**config.mk**
```make
export PLATFORM = sky130hd
export DESIGN_NAME = spin_target_detector
export DESIGN_NICKNAME = d
export VERILOG_FILES = /design/src/design/spin_pkg.sv /design/src/design/spin_track.sv /design/src/design/spin_aim.sv /design/src/design/spin_target_detector.sv
export SDC_FILE = /design/constraint.sdc
export NUM_CORES = 2
export LEC_CHECK = 0
export ABC_AREA = 1
export BUFFER_PORTS_ARGS = -buffer_cell sky130_fd_sc_hd__buf_4
export CAP_MARGIN = 5
export CORE_MARGIN = 1
export CORE_UTILIZATION = 58
export CTS_BUF_LIST = sky130_fd_sc_hd__clkbuf_4
export CTS_CLUSTER_SIZE = 14
export DETAILED_ROUTE_END_ITERATION = 8
export PLACE_DENSITY = 0.81
export SYNTH_ARGS = -nofsm -noshare
export SYNTH_HDL_FRONTEND = slang
export SYNTH_HIERARCHICAL = 1
export SYNTH_SLANG_ARGS = --single-unit
```
**constraint.sdc**
```tcl
create_clock -name aclk -period 6.73 [get_ports aclk]
set_input_delay 1.0095 -clock aclk [delete_from_list [all_inputs] [get_ports aclk]]
set_output_delay 1.0095 -clock aclk [all_outputs]
set_load 0.01 [all_outputs]
```
**src/design/spin_pkg.sv**
```systemverilog
// Shared types, constants and helpers of the spin target detector.
package spin_pkg;

    localparam int COORD_W = 16;
    localparam int TILT_W  = 12;
    localparam int COUNT_W = 8;
    localparam int SIZE_W  = 17;
    localparam int CFG_W   = 16;
    localparam int CFG_IDX_W = 3;
    localparam int S_DATA_W  = 80;
    localparam int M_DATA_W  = 72;

    // Reciprocal scales: 1/1.72 and 1/1.95 in 0.16 fixed point.
    localparam logic [15:0] WIDTH_SCALE  = 16'd38103;
    localparam logic [15:0] HEIGHT_SCALE = 16'd33609;

    // Configuration register indexes.
    localparam logic [CFG_IDX_W-1:0] REG_HEIGHT_DIFF_LOW  = 3'd0;
    localparam logic [CFG_IDX_W-1:0] REG_HEIGHT_DIFF_HIGH = 3'd1;
    localparam logic [CFG_IDX_W-1:0] REG_WIDTH_DIFF_LOW   = 3'd2;
    localparam logic [CFG_IDX_W-1:0] REG_WIDTH_DIFF_HIGH  = 3'd3;
    localparam logic [CFG_IDX_W-1:0] REG_STEADY_THRESHOLD = 3'd4;
    localparam logic [CFG_IDX_W-1:0] REG_SPIN_THRESHOLD   = 3'd5;
    localparam logic [CFG_IDX_W-1:0] REG_LOST_THRESHOLD   = 3'd6;

    // Reset values of the configuration registers.
    localparam logic [COORD_W-1:0] HEIGHT_DIFF_LOW_RST  = 16'd4800;
    localparam logic [COORD_W-1:0] HEIGHT_DIFF_HIGH_RST = 16'd9600;
    localparam logic [COORD_W-1:0] WIDTH_DIFF_LOW_RST   = 16'd320;
    localparam logic [COORD_W-1:0] WIDTH_DIFF_HIGH_RST  = 16'd1280;
    localparam logic [COUNT_W-1:0] STEADY_THRESHOLD_RST = 8'd10;
    localparam logic [COUNT_W-1:0] SPIN_THRESHOLD_RST   = 8'd2;
    localparam logic [COUNT_W-1:0] LOST_THRESHOLD_RST   = 8'd22;

    typedef struct packed {
        logic [COORD_W-1:0] height_diff_low;
        logic [COORD_W-1:0] height_diff_high;
        logic [COORD_W-1:0] width_diff_low;
        logic [COORD_W-1:0] width_diff_high;
        logic [COUNT_W-1:0] steady_threshold;
        logic [COUNT_W-1:0] spin_threshold;
        logic [COUNT_W-1:0] lost_threshold;
    } cfg_t;

    typedef struct packed {
        logic                      found;
        logic [COORD_W-1:0]        center_x;
        logic [COORD_W-1:0]        center_y;
        logic signed [TILT_W-1:0]  tilt;
        logic [COORD_W-1:0]        box_width;
        logic [COORD_W-1:0]        box_height;
    } item_t;

    // Tracker state that the aim stage reads.
    typedef struct packed {
        logic [COORD_W-1:0] ref_width;
        logic [COORD_W-1:0] ref_height;
        logic [COORD_W-1:0] cur_width;
        logic [COORD_W-1:0] cur_height;
        logic [COORD_W-1:0] aim_cx;
        logic [COORD_W-1:0] aim_cy;
        logic [COUNT_W-1:0] switch_count;
    } track_state_t;

    typedef struct packed {
        logic               spinning;
        logic [COORD_W-1:0] aim_x;
        logic [COORD_W-1:0] aim_y;
        logic [SIZE_W-1:0]  aim_width;
        logic [SIZE_W-1:0]  aim_height;
    } result_t;

    function automatic logic [COUNT_W-1:0] sat_inc(input logic [COUNT_W-1:0] c);
        return (c == {COUNT_W{1'b1}}) ? c : c + 1'b1;
    endfunction

    function automatic logic [COORD_W-1:0] abs_diff(input logic [COORD_W-1:0] a,
                                                     input logic [COORD_W-1:0] b);
        return (a > b) ? a - b : b - a;
    endfunction

endpackage

```
**src/design/spin_track.sv**
```systemverilog
// Tracker state and the per-frame update rules of the spin target detector.
module spin_track (
    input  logic                   aclk,
    input  logic                   aresetn,
    input  logic                   item_en,
    input  spin_pkg::item_t        item,
    input  spin_pkg::cfg_t         cfg,
    output spin_pkg::track_state_t state
);
    import spin_pkg::*;

    logic                     ref_loaded_reg, ref_loaded_next;
    logic [COORD_W-1:0]       ref_x_reg, ref_x_next;
    logic [COORD_W-1:0]       ref_y_reg, ref_y_next;
    logic signed [TILT_W-1:0] ref_tilt_reg, ref_tilt_next;
    logic [COORD_W-1:0]       ref_width_reg, ref_width_next;
    logic [COORD_W-1:0]       ref_height_reg, ref_height_next;
    logic [COORD_W-1:0]       cur_width_reg, cur_width_next;
    logic [COORD_W-1:0]       cur_height_reg, cur_height_next;
    logic [COORD_W-1:0]       aim_cx_reg, aim_cx_next;
    logic [COORD_W-1:0]       aim_cy_reg, aim_cy_next;
    logic [COUNT_W-1:0]       switch_count_reg, switch_count_next;
    logic [COUNT_W-1:0]       steady_count_reg, steady_count_next;
    logic [COUNT_W-1:0]       lost_count_reg, lost_count_next;

    logic [COORD_W-1:0] dx, dy;
    logic [COUNT_W-1:0] lost_inc, steady_inc;
    logic [COORD_W:0]   x_sum;
    logic               opposite;

    assign dx = abs_diff(item.center_x, ref_x_reg);
    assign dy = abs_diff(item.center_y, ref_y_reg);
    assign lost_inc   = sat_inc(lost_count_reg);
    assign steady_inc = sat_inc(steady_count_reg);
    assign x_sum = {1'b0, ref_x_reg} + {1'b0, item.center_x};
    // Zero tilt counts as lying on both sides.
    assign opposite = (!item.tilt[TILT_W-1] && (ref_tilt_reg[TILT_W-1] || ref_tilt_reg == '0))
                   || ((item.tilt[TILT_W-1] || item.tilt == '0) && !ref_tilt_reg[TILT_W-1]);

    always_comb begin
        ref_loaded_next   = ref_loaded_reg;
        ref_x_next        = ref_x_reg;
        ref_y_next        = ref_y_reg;
        ref_tilt_next     = ref_tilt_reg;
        ref_width_next    = ref_width_reg;
        ref_height_next   = ref_height_reg;
        cur_width_next    = cur_width_reg;
        cur_height_next   = cur_height_reg;
        aim_cx_next       = aim_cx_reg;
        aim_cy_next       = aim_cy_reg;
        switch_count_next = switch_count_reg;
        steady_count_next = steady_count_reg;
        lost_count_next   = lost_count_reg;
        if (item_en) begin
            if (!item.found) begin
                lost_count_next = lost_inc;
                if (lost_inc >= cfg.lost_threshold) begin
                    steady_count_next = '0;
                    switch_count_next = '0;
                    aim_cx_next       = '0;
                    aim_cy_next       = '0;
                end
            end else if (!ref_loaded_reg) begin
                ref_x_next      = item.center_x;
                ref_y_next      = item.center_y;
                ref_tilt_next   = item.tilt;
                ref_width_next  = item.box_width;
                ref_height_next = item.box_height;
                ref_loaded_next = 1'b1;
            end else if (dy > cfg.height_diff_high || dx > cfg.width_diff_high) begin
                switch_count_next = '0;
                aim_cx_next       = '0;
                aim_cy_next       = '0;
            end else if (dx < cfg.width_diff_low) begin
                if (dy < cfg.height_diff_low) begin
                    steady_count_next = steady_inc;
                    if (steady_inc >= cfg.steady_threshold) begin
                        lost_count_next = '0;
                    end
                end
            end else if (dy > cfg.height_diff_low && opposite) begin
                switch_count_next = sat_inc(switch_count_reg);
                ref_loaded_next   = 1'b0;
                cur_width_next    = item.box_width;
                cur_height_next   = item.box_height;
                aim_cx_next       = x_sum[COORD_W:1];
                aim_cy_next       = item.center_y;
            end
        end
    end

    always_ff @(posedge aclk) begin
        if (!aresetn) begin
            ref_loaded_reg   <= 1'b0;
            ref_x_reg        <= '0;
            ref_y_reg        <= '0;
            ref_tilt_reg     <= '0;
            ref_width_reg    <= '0;
            ref_height_reg   <= '0;
            cur_width_reg    <= '0;
            cur_height_reg   <= '0;
            aim_cx_reg       <= '0;
            aim_cy_reg       <= '0;
            switch_count_reg <= '0;
            steady_count_reg <= '0;
            lost_count_reg   <= '0;
        end else begin
            ref_loaded_reg   <= ref_loaded_next;
            ref_x_reg        <= ref_x_next;
            ref_y_reg        <= ref_y_next;
            ref_tilt_reg     <= ref_tilt_next;
            ref_width_reg    <= ref_width_next;
            ref_height_reg   <= ref_height_next;
            cur_width_reg    <= cur_width_next;
            cur_height_reg   <= cur_height_next;
            aim_cx_reg       <= aim_cx_next;
            aim_cy_reg       <= aim_cy_next;
            switch_count_reg <= switch_count_next;
            steady_count_reg <= steady_count_next;
            lost_count_reg   <= lost_count_next;
        end
    end

    assign state.ref_width    = ref_width_reg;
    assign state.ref_height   = ref_height_reg;
    assign state.cur_width    = cur_width_reg;
    assign state.cur_height   = cur_height_reg;
    assign state.aim_cx       = aim_cx_reg;
    assign state.aim_cy       = aim_cy_reg;
    assign state.switch_count = switch_count_reg;

endmodule

```
**src/design/spin_aim.sv**
```systemverilog
// Spin decision and predicted box from the tracker state.
module spin_aim (
    input  spin_pkg::track_state_t     state,
    input  logic [spin_pkg::COUNT_W-1:0] spin_threshold,
    output spin_pkg::result_t          result
);
    import spin_pkg::*;

    logic [COORD_W:0]    width_sum, height_sum;
    logic [COORD_W+16:0] width_prod, height_prod;
    logic                spinning;

    assign width_sum   = {1'b0, state.ref_width} + {1'b0, state.cur_width};
    assign height_sum  = {1'b0, state.ref_height} + {1'b0, state.cur_height};
    assign width_prod  = width_sum * WIDTH_SCALE;
    assign height_prod = height_sum * HEIGHT_SCALE;
    assign spinning    = state.switch_count >= spin_threshold;

    always_comb begin
        result = '0;
        if (spinning) begin
            result.spinning   = 1'b1;
            result.aim_x      = state.aim_cx;
            result.aim_y      = state.aim_cy;
            result.aim_width  = width_prod[COORD_W+16:16];
            result.aim_height = height_prod[COORD_W+16:16];
        end
    end

endmodule

```
**src/design/spin_target_detector.sv**
```systemverilog
// Top level of the spin target detector: ports, configuration and pipeline control.
//
// The detector takes one request per video frame on the s_ channel (s_tuser is
// the found flag, s_tdata the first detection) and returns exactly one result
// request per frame on the m_ channel (m_tuser is the spinning flag, m_tdata the
// predicted box). A frame passes three registers: the input register, the
// tracker state update, and the output register where the box sizes are scaled
// by a constant multiply. A new frame can be accepted every cycle; the sustained
// rate is one frame per cycle, limited only by m_tready, since the whole pipeline
// stalls when the output register holds an untaken result. Thresholds are to be
// written through the cfg_ port only while no frame is in flight; the block does
// not enforce this. Coordinates are in 1/16 pixel. When the target is not
// declared spinning, all box fields of the result are zero.
module spin_target_detector (
    input  logic                              aclk,
    input  logic                              aresetn,
    // Configuration write port.
    input  logic                              cfg_wr_en,
    input  logic [spin_pkg::CFG_IDX_W-1:0]    cfg_index,
    input  logic [spin_pkg::CFG_W-1:0]        cfg_wdata,
    // Frame input channel.
    input  logic                              s_tvalid,
    output logic                              s_tready,
    // tdata from bit 0: center_x[15:0], center_y[15:0], tilt[11:0],
    // box_width[15:0], box_height[15:0], 4 bits of zero fill.
    input  logic [spin_pkg::S_DATA_W-1:0]     s_tdata,
    // tuser: found.
    input  logic                              s_tuser,
    // Result channel.
    output logic                              m_tvalid,
    input  logic                              m_tready,
    // tdata from bit 0: aim_x[15:0], aim_y[15:0], aim_width[16:0],
    // aim_height[16:0], 6 bits of zero fill.
    output logic [spin_pkg::M_DATA_W-1:0]     m_tdata,
    // tuser: spinning.
    output logic                              m_tuser
);
    import spin_pkg::*;

    cfg_t         cfg_reg;
    item_t        item_reg;
    logic         item_valid_reg;
    logic         upd_valid_reg;
    result_t      result_reg;
    logic         result_valid_reg;
    track_state_t state;
    result_t      result_next;
    logic         advance;

    // The pipeline moves as a whole whenever the output register is free or
    // being emptied this cycle. An empty input register may fill at any time.
    assign advance  = !result_valid_reg || m_tready;
    assign s_tready = !item_valid_reg || advance;

    // Configuration registers; an unknown index is ignored.
    always_ff @(posedge aclk) begin
        if (!aresetn) begin
            cfg_reg.height_diff_low  <= HEIGHT_DIFF_LOW_RST;
            cfg_reg.height_diff_high <= HEIGHT_DIFF_HIGH_RST;
            cfg_reg.width_diff_low   <= WIDTH_DIFF_LOW_RST;
            cfg_reg.width_diff_high  <= WIDTH_DIFF_HIGH_RST;
            cfg_reg.steady_threshold <= STEADY_THRESHOLD_RST;
            cfg_reg.spin_threshold   <= SPIN_THRESHOLD_RST;
            cfg_reg.lost_threshold   <= LOST_THRESHOLD_RST;
        end else if (cfg_wr_en) begin
            case (cfg_index)
                REG_HEIGHT_DIFF_LOW:  cfg_reg.height_diff_low  <= cfg_wdata;
                REG_HEIGHT_DIFF_HIGH: cfg_reg.height_diff_high <= cfg_wdata;
                REG_WIDTH_DIFF_LOW:   cfg_reg.width_diff_low   <= cfg_wdata;
                REG_WIDTH_DIFF_HIGH:  cfg_reg.width_diff_high  <= cfg_wdata;
                REG_STEADY_THRESHOLD: cfg_reg.steady_threshold <= cfg_wdata[COUNT_W-1:0];
                REG_SPIN_THRESHOLD:   cfg_reg.spin_threshold   <= cfg_wdata[COUNT_W-1:0];
                REG_LOST_THRESHOLD:   cfg_reg.lost_threshold   <= cfg_wdata[COUNT_W-1:0];
                default: begin
                end
            endcase
        end
    end

    // Input register: holds one accepted frame until the tracker consumes it.
    always_ff @(posedge aclk) begin
        if (!aresetn) begin
            item_valid_reg <= 1'b0;
        end else if (s_tready) begin
            item_valid_reg <= s_tvalid;
        end
    end

    always_ff @(posedge aclk) begin
        if (s_tready && s_tvalid) begin
            item_reg.found      <= s_tuser;
            item_reg.center_x   <= s_tdata[15:0];
            item_reg.center_y   <= s_tdata[31:16];
            item_reg.tilt       <= s_tdata[43:32];
            item_reg.box_width  <= s_tdata[59:44];
            item_reg.box_height <= s_tdata[75:60];
        end
    end

    // The tracker updates its state when the held frame moves on. The flag
    // upd_valid_reg then marks that the state registers hold the outcome of
    // that frame, which the aim logic turns into the result for the output register.
    spin_track u_track (
        .aclk    (aclk),
        .aresetn (aresetn),
        .item_en (item_valid_reg && advance),
        .item    (item_reg),
        .cfg     (cfg_reg),
        .state   (state)
    );

    spin_aim u_aim (
        .state          (state),
        .spin_threshold (cfg_reg.spin_threshold),
        .result         (result_next)
    );

    always_ff @(posedge aclk) begin
        if (!aresetn) begin
            upd_valid_reg    <= 1'b0;
            result_valid_reg <= 1'b0;
        end else if (advance) begin
            upd_valid_reg    <= item_valid_reg;
            result_valid_reg <= upd_valid_reg;
        end
    end

    always_ff @(posedge aclk) begin
        if (advance && upd_valid_reg) begin
            result_reg <= result_next;
        end
    end

    assign m_tvalid = result_valid_reg;
    assign m_tuser  = result_reg.spinning;
    assign m_tdata  = {6'b0, result_reg.aim_height, result_reg.aim_width,
                       result_reg.aim_y, result_reg.aim_x};

endmodule
```
==> flow_summary.ini <==
[route]
drt_iter0_markers = 1770
drtPass1Iterations = 7
wl_per_cell_um = 14.86
antenna_left = 0
vias = 28655
via_per_inst = 5.229
drc = 0
wl_um = 81440

[timing]
final_hold_viol_count = 0
skew_ps = 78.60
worst_pin_slew_ps = 1210
holdWs_ps = 276.3
finalCritPeriodShare_pct = 96.32
setup_tns_ps = 0
slew_viol_final = 0
final-setup-viol-count = 0
max_freq_ghz = 0.1543
maxSlewHeadroom_pct = 19.15
period_needed_ps = 6482

[placed_design]
io_buffers = 169
dpl.hpwl_um = 63160
gp_congestion = 0.9459
placed_cells = 5278

[floorplan]
die_h_um = 241.3
ios = 180
die_area_um2 = 58230
start_util_pct = 58.79
die_w_um = 241.3
rows = 87
placeableCoreArea_um2 = 56500

[yosys]
synthXorXnorAreaFrac_pct = 2.927
yosys.area_share.simple_pct = 22.43
synth_top_cell_area_share_pct = 17.59
post_synth_num_cell_types = 61
synth_edf_count = 144
synth_flop_cell = dfxtp_1
ys_top_cells_by_area = ha_1, dfxtp_1, edfxtp_1
synth_top_family_by_area = adder cells
ys_ff_latch = 400
synth_area_per_cell_um2 = 7.509
muxShareOfSynthArea_pct = 0.03390
synth-adder-area-share_pct = 25.91
yosysWarnings = 6
synth-compound-area-share_pct = 9.211
yosysTopAreaCell = ha_1
ys_seq_area_share_pct = 28.45
synthArstFlopShare_pct = 0
netlist_instances = 4423
synth_area_um2 = 33210

[power_and_ir_drop]
vdd_drop_max_uv = 165.4
power_leakage_uw = 0.01944
power_uw = 7235
p_per_area_nw_per_um2 = 197.0

[clocking]
htree_levels = 3
clk_path_buf_depth = 3
clock_sinks = 400
cts_tree = done
clkLatencyLatePin_ps = 900
clk_pin_slew_worst_paths_ps = 80
postCtsHoldBufs = 0
numCtsBuffers = 106
cts.root.buffer_cell = clkbuf_4

[cells_and_area]
largest_register_ffs = 88
final_common_cell = nand2_1
layout_common_cells = nand2_1, inv_1, nor2_1
multi_input_comb_area_um2 = 20230
layout-drive-gt1-share_pct = 9.854
fin_cells = 5480
postLayoutCoreUtil_pct = 65.02
areaGrowthSynthToFinish_pct = 10.60
nNetsFinal = 5341
final.fill_count = 4933
ff_latch_area_um2 = 9449

[grt]
grt_pass1_wl_um = 130800
grt_overflow = 0
grt_antenna_before_repair = 5
grt_max_degree = 143
grt_pass1_vias = 27514
grt.total_usage_pct = 27.92

[setup_path]
start_kind = flop
cp.arrival_ps = 7110
crit_end = m_tdata[32]
critPathRequiredTime_ps = 7350
crit-reg2reg-capture = m_tdata[32]
critical_path_class = reg -> reg
path_max_fanout = 4
crit_start = u_track/cur_width_reg[0]
r2r_cells = 26
rrSetupSlack_ps = 250
end_kind = flop
r2r-start = u_track/cur_width_reg[0]

[worst_hold_path]
min_from = s_tdata[35]
hold_class = in -> reg

[run_status]
status = finished clean

[run]
maxCapViolCount = 0
power breakdown:
part           total (uW)  switching [uW]  internal (uW)
registers            2670            56.6           2620
logic                2230            1450            788
clock network        2330            1100           1230
cells in the mapped netlist (12+ instances only):
cell type  number
a21o_1         13
a21oi_1       295
buf_2          30
buf_4          26
clkbuf_1       39
dfxtp_1       256
edfxtp_1      144
fa_1          138
ha_1          467
inv_1         803
nand2_1       927
nand2_2        15
nand3_1       190
nand4_1        46
nor2_1        563
nor3_1         22
o21ai_0       192
o21ai_1        12
o21bai_1       21
xnor2_1        24
xor2_1         82
worst max-delay path, cell delays in order (launching register included):
cell	delay, ps
dfxtp_1	340
ha_1	200
inv_1	90
fa_2	360
o21ai_2	180
nand3_2	120
nand3_2	110
a21boi_1	110
xor2_2	230
buf_4	180
ha_1	270
inv_1	40
fa_1	480
inv_1	50
fa_1	510
fa_1	440
fa_1	550
inv_1	60
fa_1	530
inv_1	40
ha_1	320
a21oi_1	190
o21ai_0	140
a21oi_1	130
nand2_1	150
xnor2_1	330
nor2_1	70
stage by stage:
step | setup WS (ps) | cell area (um^2)
5_1_grt | -45.91 | 36730
4_1_cts | 143.6 | 36660
3_3_place_gp | 186.8 | 35160
2_1_floorplan | 498.4 | 33230
6_report | 247.9 | 36740
3_5_place_dp | 3.557 | 35160
area by class of cell:
class	count	share of cell area [%]
inverters	811	8.290
flip-flops and latches	400	25.72
well taps	756	2.575
clock buffers	161	3.290
diodes	5	0.03406
multi-input cells	3103	55.06
clock inverters	35	0.7493
repair buffers	209	4.281
cell families (layout without fill, tap and decap cells):
| kind of cell | after synthesis | count (layout) |
|---|---|---|
| simple gates | 1811 | 1811 |
| other cells | 1 | 11 |
| compound gates | 572 | 572 |
| flops | 400 | 400 |
| fa+ha+maj | 605 | 605 |
| mux | 1 | 1 |
| buf+inv | 925 | 1216 |
| xor+xnor | 108 | 108 |
timing repair:
item / 4_1_cts / 5_1_grt
buffers inserted: 0 / 1
resized for setup: 1 / 18
pin swaps: 0 / 2
endpoints found under the setup margin: 2 / 18
cloned: 0 / 0
worst min-delay path by stage:
stage	cells past startpoint	slack [ps]	endpoint
4_1_cts	1	200	item_reg[67]
6_report	1	280	item_reg[35]
3_5_place_dp	2	450	cfg_reg[4]
5_1_grt	1	200	item_reg[67]
2_1_floorplan	2	430	cfg_reg[1]
3_3_place_gp	2	440	cfg_reg[32]
layer usage:
layer  global-route usage [%]  wire length, um
met1                    32.75            33610
met2                    49.84            40030
met3                    4.820             4566
met4                    12.18             3221
met5                        0               12
Note: power is estimated with default switching activity, not from simulation.
